### config.mk
export PLATFORM = sky130hd
export DESIGN_NAME = checked_frame_odometry_receiver_flat
export DESIGN_NICKNAME = d
export VERILOG_FILES = /design/src/sv/cfor_pkg.sv /design/src/sv/cfor_if.sv /design/src/sv/checked_frame_odometry_receiver.sv /design/src/flat_wrapper.sv
export VERILOG_INCLUDE_DIRS = /design/src /design/src/sv
export SDC_FILE = /design/constraint.sdc
export NUM_CORES = 1
export LEC_CHECK = 0
export ABC_CLOCK_PERIOD_IN_PS = 17000
export BUFFER_PORTS_ARGS = -buffer_cell sky130_fd_sc_hd__buf_2
export CAP_MARGIN = 20
export CORE_MARGIN = 1.5
export CORE_UTILIZATION = 55
export CTS_CLUSTER_SIZE = 10
export DETAILED_ROUTE_END_ITERATION = 16
export GPL_ROUTABILITY_DRIVEN = 0
export PLACE_DENSITY = 0.8
export SLEW_MARGIN = 15
export SYNTH_ARGS = -nofsm -noshare
export SYNTH_HDL_FRONTEND = slang
export SYNTH_SLANG_ARGS = --single-unit
export TNS_END_PERCENT = 50
### constraint.sdc
create_clock -name clk -period 17 [get_ports clk]
set_input_delay 0.85 -clock clk [delete_from_list [all_inputs] [get_ports clk]]
set_output_delay 0.85 -clock clk [all_outputs]
set_load 0.01 [all_outputs]
### src/sv/checked_frame_odometry_receiver_macros.svh
// ----------------------------------------------------------------------------
// Assertion macros for the checked frame odometry receiver
// Both macros expect signals named clk and rst_n in scope.
// ----------------------------------------------------------------------------
`ifndef CHECKED_FRAME_ODOMETRY_RECEIVER_MACROS_SVH
`define CHECKED_FRAME_ODOMETRY_RECEIVER_MACROS_SVH

// same-cycle implication
`define CFOR_ASSERT_IMP(lbl, ante, cons, msg) \
  lbl: assert property (@(posedge clk) disable iff (!rst_n) (ante) |-> (cons)) \
    else $error(msg);

// next-cycle implication
`define CFOR_ASSERT_NXT(lbl, ante, cons, msg) \
  lbl: assert property (@(posedge clk) disable iff (!rst_n) (ante) |=> (cons)) \
    else $error(msg);

`endif

### src/sv/cfor_pkg.sv
`timescale 1ns / 1ps
// ----------------------------------------------------------------------------
// cfor_pkg
// Shared widths, codes and frame layout constants of the odometry receiver.
// ----------------------------------------------------------------------------
package cfor_pkg;

  localparam int FRAME_LEN = 9;
  localparam int IDX_W     = 4;
  localparam int BYTE_W    = 8;
  localparam int DELTA_W   = 16;
  localparam int TOTAL_W   = 32;
  localparam int ERR_W     = 16;
  localparam int SEL_W     = 2;

  // index of the checksum byte
  localparam logic [IDX_W-1:0] SUM_POS = IDX_W'(FRAME_LEN - 1);
  localparam logic [IDX_W-1:0] IDX_IDLE = '0;
  localparam logic [ERR_W-1:0] ERR_MAX  = '1;

  localparam logic OP_BYTE   = 1'b0;
  localparam logic OP_PRESET = 1'b1;

endpackage

### src/sv/cfor_if.sv
`timescale 1ns / 1ps
// ----------------------------------------------------------------------------
// cfor channel interfaces
// Valid/ready channels for incoming words and finished frame reports.
// ----------------------------------------------------------------------------
interface cfor_in_if;
  import cfor_pkg::*;

  logic                       valid;
  logic                       ready;
  logic                       operation;
  logic                       source;
  logic                       frame_start;
  logic [BYTE_W-1:0]          data_byte;
  logic [SEL_W-1:0]           encoder_select;
  logic signed [TOTAL_W-1:0]  preset_value;

  modport source_mp (output valid, operation, source, frame_start, data_byte,
                     encoder_select, preset_value, input ready);
  modport sink (input valid, operation, source, frame_start, data_byte,
                encoder_select, preset_value, output ready);
endinterface

interface cfor_out_if;
  import cfor_pkg::*;

  logic                       valid;
  logic                       ready;
  logic                       frame_ok;
  logic                       frame_source;
  logic signed [DELTA_W-1:0]  delta_first;
  logic signed [DELTA_W-1:0]  delta_second;
  logic [BYTE_W-1:0]          analog_0;
  logic [BYTE_W-1:0]          analog_1;
  logic [BYTE_W-1:0]          analog_2;
  logic [BYTE_W-1:0]          analog_3;
  logic signed [TOTAL_W-1:0]  total_first;
  logic signed [TOTAL_W-1:0]  total_second;
  logic [ERR_W-1:0]           error_count;

  modport source_mp (output valid, frame_ok, frame_source, delta_first, delta_second,
                     analog_0, analog_1, analog_2, analog_3, total_first,
                     total_second, error_count, input ready);
  modport sink (input valid, frame_ok, frame_source, delta_first, delta_second,
                analog_0, analog_1, analog_2, analog_3, total_first,
                total_second, error_count, output ready);
endinterface

### src/sv/checked_frame_odometry_receiver.sv
`timescale 1ns / 1ps
// Path: a checksum word is held in the input register, then its report in the result
//   register; a report not yet taken stalls the input register.
// Throughput: one word per cycle unless stalled; one pass from input to result register.
// Reset (rst_n low, synchronous): byte counter idle, totals, error counters and
//   source cleared; both pipeline registers emptied.
// ----------------------------------------------------------------------------
// checked_frame_odometry_receiver
// Assembles 9-byte encoder frames from two slave boards, checks the additive
// checksum, accumulates position totals and counts frame errors.
// ----------------------------------------------------------------------------
module checked_frame_odometry_receiver (
  input  logic            clk,
  input  logic            rst_n,
  cfor_in_if.sink         in_ch,
  cfor_out_if.source_mp   out_ch
);
  import cfor_pkg::*;

  `include "checked_frame_odometry_receiver_macros.svh"

  // input register
  logic                       s1_valid_r;
  logic                       s1_op_r;
  logic                       s1_src_r;
  logic                       s1_start_r;
  logic [BYTE_W-1:0]          s1_byte_r;
  logic [SEL_W-1:0]           s1_sel_r;
  logic [TOTAL_W-1:0]         s1_pval_r;

  // frame state
  logic [IDX_W-1:0]           idx_r, idx_nxt;
  logic [BYTE_W-1:0]          sum_r, sum_nxt;
  logic                       cur_src_r, cur_src_nxt;
  logic [BYTE_W-1:0]          fbytes_r [8];
  logic [TOTAL_W-1:0]         tot_first_r [2];
  logic [TOTAL_W-1:0]         tot_second_r [2];
  logic [ERR_W-1:0]           err_cnt_r [2];

  // result register
  logic                       out_valid_r;
  logic                       out_ok_r;
  logic                       out_src_r;
  logic [DELTA_W-1:0]         out_d1_r, out_d2_r;
  logic [BYTE_W-1:0]          out_an_r [4];
  logic [TOTAL_W-1:0]         out_tot1_r, out_tot2_r;
  logic [ERR_W-1:0]           out_err_r;

  logic                       s1_go;
  logic                       in_acc;
  logic                       is_byte, is_preset;
  logic                       do_start, do_store, do_done;
  logic                       sum_ok;
  logic                       err_inc;
  logic                       err_slave;
  logic [ERR_W-1:0]           err_sel, err_new;
  logic [DELTA_W-1:0]         d1, d2;
  logic [TOTAL_W-1:0]         tot1_new, tot2_new;

  assign s1_go   = s1_valid_r && (!out_valid_r || out_ch.ready);
  assign in_ch.ready = !s1_valid_r || s1_go;
  assign in_acc  = in_ch.valid && in_ch.ready;

  assign is_preset = s1_go && (s1_op_r == OP_PRESET);
  assign is_byte   = s1_go && (s1_op_r == OP_BYTE);
  assign do_start  = is_byte && s1_start_r;
  assign do_store  = is_byte && !s1_start_r && (idx_r != IDX_IDLE) && (idx_r < SUM_POS);
  assign do_done   = is_byte && !s1_start_r && (idx_r == SUM_POS);

  assign sum_ok = (sum_r == s1_byte_r);
  assign d1 = {fbytes_r[0], fbytes_r[1]};
  assign d2 = {fbytes_r[2], fbytes_r[3]};
  assign tot1_new = tot_first_r[cur_src_r] + {{(TOTAL_W-DELTA_W){d1[DELTA_W-1]}}, d1};
  assign tot2_new = tot_second_r[cur_src_r] + {{(TOTAL_W-DELTA_W){d2[DELTA_W-1]}}, d2};

  // cut-short frame or bad checksum both charge the frame's own slave
  assign err_inc   = (do_start && (idx_r != IDX_IDLE)) || (do_done && !sum_ok);
  assign err_slave = cur_src_r;
  assign err_sel   = err_cnt_r[err_slave];
  assign err_new   = (err_inc && (err_sel != ERR_MAX)) ? err_sel + ERR_W'(1) : err_sel;

  always_comb begin
    idx_nxt     = idx_r;
    sum_nxt     = sum_r;
    cur_src_nxt = cur_src_r;
    if (do_start) begin
      idx_nxt     = IDX_W'(1);
      sum_nxt     = s1_byte_r;
      cur_src_nxt = s1_src_r;
    end else if (do_store) begin
      idx_nxt = idx_r + IDX_W'(1);
      sum_nxt = sum_r + s1_byte_r;
    end else if (do_done) begin
      idx_nxt = IDX_IDLE;
    end
  end

  always_ff @(posedge clk) begin
    if (!rst_n) begin
      s1_valid_r <= 1'b0;
    end else if (in_ch.ready) begin
      s1_valid_r <= in_ch.valid;
    end
  end

  always_ff @(posedge clk) begin
    if (in_acc) begin
      s1_op_r    <= in_ch.operation;
      s1_src_r   <= in_ch.source;
      s1_start_r <= in_ch.frame_start;
      s1_byte_r  <= in_ch.data_byte;
      s1_sel_r   <= in_ch.encoder_select;
      s1_pval_r  <= in_ch.preset_value;
    end
  end

  always_ff @(posedge clk) begin
    if (!rst_n) begin
      idx_r     <= IDX_IDLE;
      sum_r     <= '0;
      cur_src_r <= 1'b0;
    end else begin
      idx_r     <= idx_nxt;
      sum_r     <= sum_nxt;
      cur_src_r <= cur_src_nxt;
    end
  end

  always_ff @(posedge clk) begin
    if (do_start) begin
      fbytes_r[0] <= s1_byte_r;
    end else if (do_store) begin
      fbytes_r[idx_r[2:0]] <= s1_byte_r;
    end
  end

  always_ff @(posedge clk) begin
    if (!rst_n) begin
      tot_first_r[0]  <= '0;
      tot_first_r[1]  <= '0;
      tot_second_r[0] <= '0;
      tot_second_r[1] <= '0;
      err_cnt_r[0]    <= '0;
      err_cnt_r[1]    <= '0;
    end else begin
      if (is_preset) begin
        // select: upper bit picks the slave, lower bit first or second encoder
        if (s1_sel_r[0]) begin
          tot_second_r[s1_sel_r[1]] <= s1_pval_r;
        end else begin
          tot_first_r[s1_sel_r[1]] <= s1_pval_r;
        end
      end else if (do_done && sum_ok) begin
        tot_first_r[cur_src_r]  <= tot1_new;
        tot_second_r[cur_src_r] <= tot2_new;
      end
      if (err_inc) begin
        err_cnt_r[err_slave] <= err_new;
      end
    end
  end

  always_ff @(posedge clk) begin
    if (!rst_n) begin
      out_valid_r <= 1'b0;
    end else if (do_done) begin
      out_valid_r <= 1'b1;
    end else if (out_ch.ready) begin
      out_valid_r <= 1'b0;
    end
  end

  always_ff @(posedge clk) begin
    if (do_done) begin
      out_ok_r  <= sum_ok;
      out_src_r <= cur_src_r;
      out_d1_r  <= sum_ok ? d1 : '0;
      out_d2_r  <= sum_ok ? d2 : '0;
      for (int i = 0; i < 4; i++) begin
        out_an_r[i] <= sum_ok ? fbytes_r[4 + i] : '0;
      end
      out_tot1_r <= sum_ok ? tot1_new : tot_first_r[cur_src_r];
      out_tot2_r <= sum_ok ? tot2_new : tot_second_r[cur_src_r];
      out_err_r  <= err_new;
    end
  end

  assign out_ch.valid        = out_valid_r;
  assign out_ch.frame_ok     = out_ok_r;
  assign out_ch.frame_source = out_src_r;
  assign out_ch.delta_first  = out_d1_r;
  assign out_ch.delta_second = out_d2_r;
  assign out_ch.analog_0     = out_an_r[0];
  assign out_ch.analog_1     = out_an_r[1];
  assign out_ch.analog_2     = out_an_r[2];
  assign out_ch.analog_3     = out_an_r[3];
  assign out_ch.total_first  = out_tot1_r;
  assign out_ch.total_second = out_tot2_r;
  assign out_ch.error_count  = out_err_r;

  `CFOR_ASSERT_IMP(a_bad_frame_zeroed, out_valid_r && !out_ok_r, (out_d1_r == '0) && (out_d2_r == '0) && (out_an_r[0] == '0) && (out_an_r[3] == '0), "bad frame report carries data")
  `CFOR_ASSERT_IMP(a_idx_range, 1'b1, idx_r <= SUM_POS, "byte counter past checksum position")
  `CFOR_ASSERT_NXT(a_err_monotonic, 1'b1, (err_cnt_r[0] >= $past(err_cnt_r[0])) && (err_cnt_r[1] >= $past(err_cnt_r[1])), "error counter decreased")
  `CFOR_ASSERT_IMP(a_empty_stage_ready, !s1_valid_r, in_ch.ready, "empty input stage refuses a word")

endmodule
### src/flat_wrapper.sv
// flat-port wrapper written by rule: the top's interface ports become plain ports
module checked_frame_odometry_receiver_flat import cfor_pkg::*;
  (clk, rst_n, in_ch_valid, in_ch_operation, in_ch_source, in_ch_frame_start, in_ch_data_byte, in_ch_encoder_select, in_ch_preset_value, in_ch_ready, out_ch_valid, out_ch_frame_ok, out_ch_frame_source, out_ch_delta_first, out_ch_delta_second, out_ch_analog_0, out_ch_analog_1, out_ch_analog_2, out_ch_analog_3, out_ch_total_first, out_ch_total_second, out_ch_error_count, out_ch_ready);
  cfor_in_if in_ch_i ();
  cfor_out_if out_ch_i ();
  input  logic clk;
  input  logic rst_n;
  input wire logic [$bits(in_ch_i.valid)-1:0] in_ch_valid;
  input wire logic [$bits(in_ch_i.operation)-1:0] in_ch_operation;
  input wire logic [$bits(in_ch_i.source)-1:0] in_ch_source;
  input wire logic [$bits(in_ch_i.frame_start)-1:0] in_ch_frame_start;
  input wire logic [$bits(in_ch_i.data_byte)-1:0] in_ch_data_byte;
  input wire logic [$bits(in_ch_i.encoder_select)-1:0] in_ch_encoder_select;
  input wire logic [$bits(in_ch_i.preset_value)-1:0] in_ch_preset_value;
  output wire logic [$bits(in_ch_i.ready)-1:0] in_ch_ready;
  output wire logic [$bits(out_ch_i.valid)-1:0] out_ch_valid;
  output wire logic [$bits(out_ch_i.frame_ok)-1:0] out_ch_frame_ok;
  output wire logic [$bits(out_ch_i.frame_source)-1:0] out_ch_frame_source;
  output wire logic [$bits(out_ch_i.delta_first)-1:0] out_ch_delta_first;
  output wire logic [$bits(out_ch_i.delta_second)-1:0] out_ch_delta_second;
  output wire logic [$bits(out_ch_i.analog_0)-1:0] out_ch_analog_0;
  output wire logic [$bits(out_ch_i.analog_1)-1:0] out_ch_analog_1;
  output wire logic [$bits(out_ch_i.analog_2)-1:0] out_ch_analog_2;
  output wire logic [$bits(out_ch_i.analog_3)-1:0] out_ch_analog_3;
  output wire logic [$bits(out_ch_i.total_first)-1:0] out_ch_total_first;
  output wire logic [$bits(out_ch_i.total_second)-1:0] out_ch_total_second;
  output wire logic [$bits(out_ch_i.error_count)-1:0] out_ch_error_count;
  input wire logic [$bits(out_ch_i.ready)-1:0] out_ch_ready;
  assign in_ch_i.valid = in_ch_valid;
  assign in_ch_i.operation = in_ch_operation;
  assign in_ch_i.source = in_ch_source;
  assign in_ch_i.frame_start = in_ch_frame_start;
  assign in_ch_i.data_byte = in_ch_data_byte;
  assign in_ch_i.encoder_select = in_ch_encoder_select;
  assign in_ch_i.preset_value = in_ch_preset_value;
  assign in_ch_ready = in_ch_i.ready;
  assign out_ch_valid = out_ch_i.valid;
  assign out_ch_frame_ok = out_ch_i.frame_ok;
  assign out_ch_frame_source = out_ch_i.frame_source;
  assign out_ch_delta_first = out_ch_i.delta_first;
  assign out_ch_delta_second = out_ch_i.delta_second;
  assign out_ch_analog_0 = out_ch_i.analog_0;
  assign out_ch_analog_1 = out_ch_i.analog_1;
  assign out_ch_analog_2 = out_ch_i.analog_2;
  assign out_ch_analog_3 = out_ch_i.analog_3;
  assign out_ch_total_first = out_ch_i.total_first;
  assign out_ch_total_second = out_ch_i.total_second;
  assign out_ch_error_count = out_ch_i.error_count;
  assign out_ch_i.ready = out_ch_ready;
  checked_frame_odometry_receiver u_core (.clk(clk), .rst_n(rst_n), .in_ch(in_ch_i), .out_ch(out_ch_i));
endmodule
==> results.yml <==
outcome:
  run_status: "completed"
timing:
  relSlewSlack_pct: 36.6
  finalCritPeriodShare_pct: 31.0
  post-route-min-period_ns: 5.27
  slew_violations: 0
  whs_ns: 0.437
  rsz0062_at_grt: "false"
  setup_ws_ns: 11.73
  finalSetupViolations: 0
  tns_ns: 0
  clock.fmax_mhz: 190
  worstMarginPinSlew_ns: 0.951
  finalClockSkew_ns: 0.0343
  hold_viol_final: 0
pwr:
  p_int_mw: 1.79
  ir_drop_v: 0.0000699
  p_sw_mw: 0.531
  powerDensity_nw_per_um2: 96.8
  switching_share_pct: 22.9
  pwr-share-seq_pct: 52.0
  p_leak_nw: 9.66
  clockPowerShare_pct: 41.2
  power_mw: 2.32
  power_frac_comb_pct: 6.8
layout:
  antenna_cells: 0
  layout_commonest_cell: "edfxtp_1"
  multi_input_area_um2: 7840
  layout-drive-gt1-share_pct: 19.0
  final_cell_mix: "415 x edfxtp_1, 208 x nor2_1, 197 x nand2_1, 197 x buf_2, 117 x a21oi_1"
  seqCellArea_um2: 12800
  nets: 2064
  area_growth_pct: 13.8
  nFillCells: 2820
global_route:
  overflow: 0
  first_global_vias: 14400
  antenna_found_initial: 1
  groute.usage.overall_pct: 26.9
  grt_max_degree: 97
  grt_pass1_wl_um: 80400
clocking:
  numCtsBuffers: 50
  post-cts-setup-buffers: 0
  clk_pin_slew_worst_paths_ns: 0.06
  cts_resized: 0
  cts_hold_buf: 0
  cts_tree: "built"
  cts_buffer_depth: 3
  root_buffer: "clkbuf_16"
  clock-sinks: 431
  worstSkewPairLatency_ns: 0.60
  cts_max_level: 2
yosys:
  synth_ff_type: "edfxtp_1"
  yosys_warnings: 0
  syn_avg_cell_area_um2: 12.0
  postSynthRegisterBits: 431
  synth-async-reset-ratio_pct: 0
  synth.net_count: 1883
  synth.distinct_cells: 79
  synth_edf_count: 415
  syn_inst: 1759
  ys_seq_area_share_pct: 60.6
  synth_area_um2: 21100
floorplanning:
  num_io_pins: 197
  core_um2: 37700
  dieArea_um2: 39500
  die_y_um: 199
  die_w_um: 199
  num_rows: 71
  initial_core_util_pct: 56.0
routing:
  drc: 0
  drtIter0Drc: 1680
  vias_per_cell: 6.02
  final_antenna_net_count: 0
  drt_wl_total_um: 53700
  num_vias: 14900
  detail_route.wl_per_cell_um: 21.6
  drt_pre_antenna_iters: 7
critical_path:
  start_kind: "register"
  r2r_start: "u_core.s1_byte_r[6]"
  worstRegToRegCells: 13
  crit_path_max_fanout: 84
  regToRegSetupSlack_ns: 11.73
  cp-end-kind: "register"
  required_ns: 17.25
  arrival_ns: 5.52
  worstReg2RegEnd: "u_core.tot_first_r[1][19]"
  critPathKind: "register to register"
hold_path:
  min-delay-path-class: "input port to register"
  hold_end: "u_core.s1_src_r"
  worstHoldStart: "in_ch_source"
  whs_path_depth: 1
run:
  drv_cap: 0
placement:
  io_buffers: 196
  hpwl_um: 36500
  pre_cts_ws_ns: 11.92
synthesized netlist by cell type (all sizes together), types with 40 or more instances:
library cell	number	share of area (%)
a21o	46	1.6
inv	40	0.71
ha	72	4.3
mux2	73	3.9
clkbuf	70	1.3
nor2	210	3.8
nand2	197	3.5
edfxtp	415	59
xnor2	56	2.3
and2	87	2.6
a21oi	118	2.8
flip-flops by register name, indices dropped and copies added (netlist names), 32 cells and up, named ones only:
signal                      flops
u_core.out_ch.total_second     32
u_core.out_an_r                32
u_core.fbytes_r                64
u_core.tot_first_r             64
u_core.err_cnt_r               32
u_core.tot_second_r            64
u_core.out_ch.total_first      32
u_core.s1_pval_r               32
worst max-delay path by stage:
stage                     cells after the start  slack [ns]                   endpoint           startpoint
final                                        13       11.73  u_core.tot_first_r[1][19]  u_core.s1_byte_r[6]
after global routing                         13       11.47  u_core.tot_first_r[1][19]  u_core.s1_byte_r[3]
after CTS                                    13       11.83  u_core.tot_first_r[1][14]  u_core.s1_byte_r[3]
after detailed placement                     13       11.92  u_core.tot_first_r[1][25]  u_core.s1_byte_r[3]
after global placement                       13       11.99  u_core.tot_first_r[1][29]  u_core.s1_byte_r[6]
after floorplan                               9       10.28  u_core.tot_second_r[0][0]         out_ch_ready
critical path: stages (launching register included):
cell,delay [ns]
edfxtp_1,0.58
ha_1,0.41
nor4_1,0.33
nand3_2,0.09
buf_4,0.33
inv_4,0.48
buf_4,0.73
nand2_1,0.26
nor2_4,0.14
nand2_1,0.18
o21a_1,0.18
buf_4,0.24
nand2_1,0.45
buf_4,0.39
power groups by stage:
stage,registers (mW),logic [mW],clock network (mW)
after floorplan,1.22,0.110,0
after global placement,1.23,0.148,0
after detailed placement,1.23,0.152,0
after CTS,1.21,0.154,0.962
after global routing,1.21,0.171,1.00
final,1.21,0.158,0.956
final cells by class:
type                       count  area share [%]
sequential                   431            53.3
inverter                      41           0.673
multi-input combinational   1201            32.7
tap                          511            2.67
clock buffer                  73            5.62
timing repair buffer         215            4.67
clock inverter                 8           0.339
layer usage:
metal | routed length (um) | vias up | part of all wire (%) | GRT usage, %
li1 | - | 6766 | - | -
met1 | 22200 | 7245 | 41 | 37.3
met2 | 24900 | 788 | 46 | 42.3
met3 | 4730 | 127 | 8.8 | 4.98
met4 | 1870 | 2 | 3.5 | 9.93
met5 | 13 | - | 0.024 | 0
through the flow:
step	area (um^2)	utilization, %	std cells
floorplan	21100	-	1759
detailed placement	22500	59.8	2397
finish	24000	63.7	2480
global placement	22500	59.8	2397
CTS	24000	63.6	2478
global route	24000	63.7	2480
logic make-up (layout without fill, tap and decap cells):
kind of cell	Yosys count	count (layout)	share of synthesized area [%]
AO/OA/AOI/OAI	317	317	10.1
XOR/XNOR	81	81	3.37
adder cells (fa/ha/maj)	75	75	4.56
buffers and inverters	127	337	2.32
flip-flops	431	431	60.6
multiplexers	106	106	5.47
AND/OR/NAND/NOR	622	622	13.5
Power figures use the tool's default switching activity.
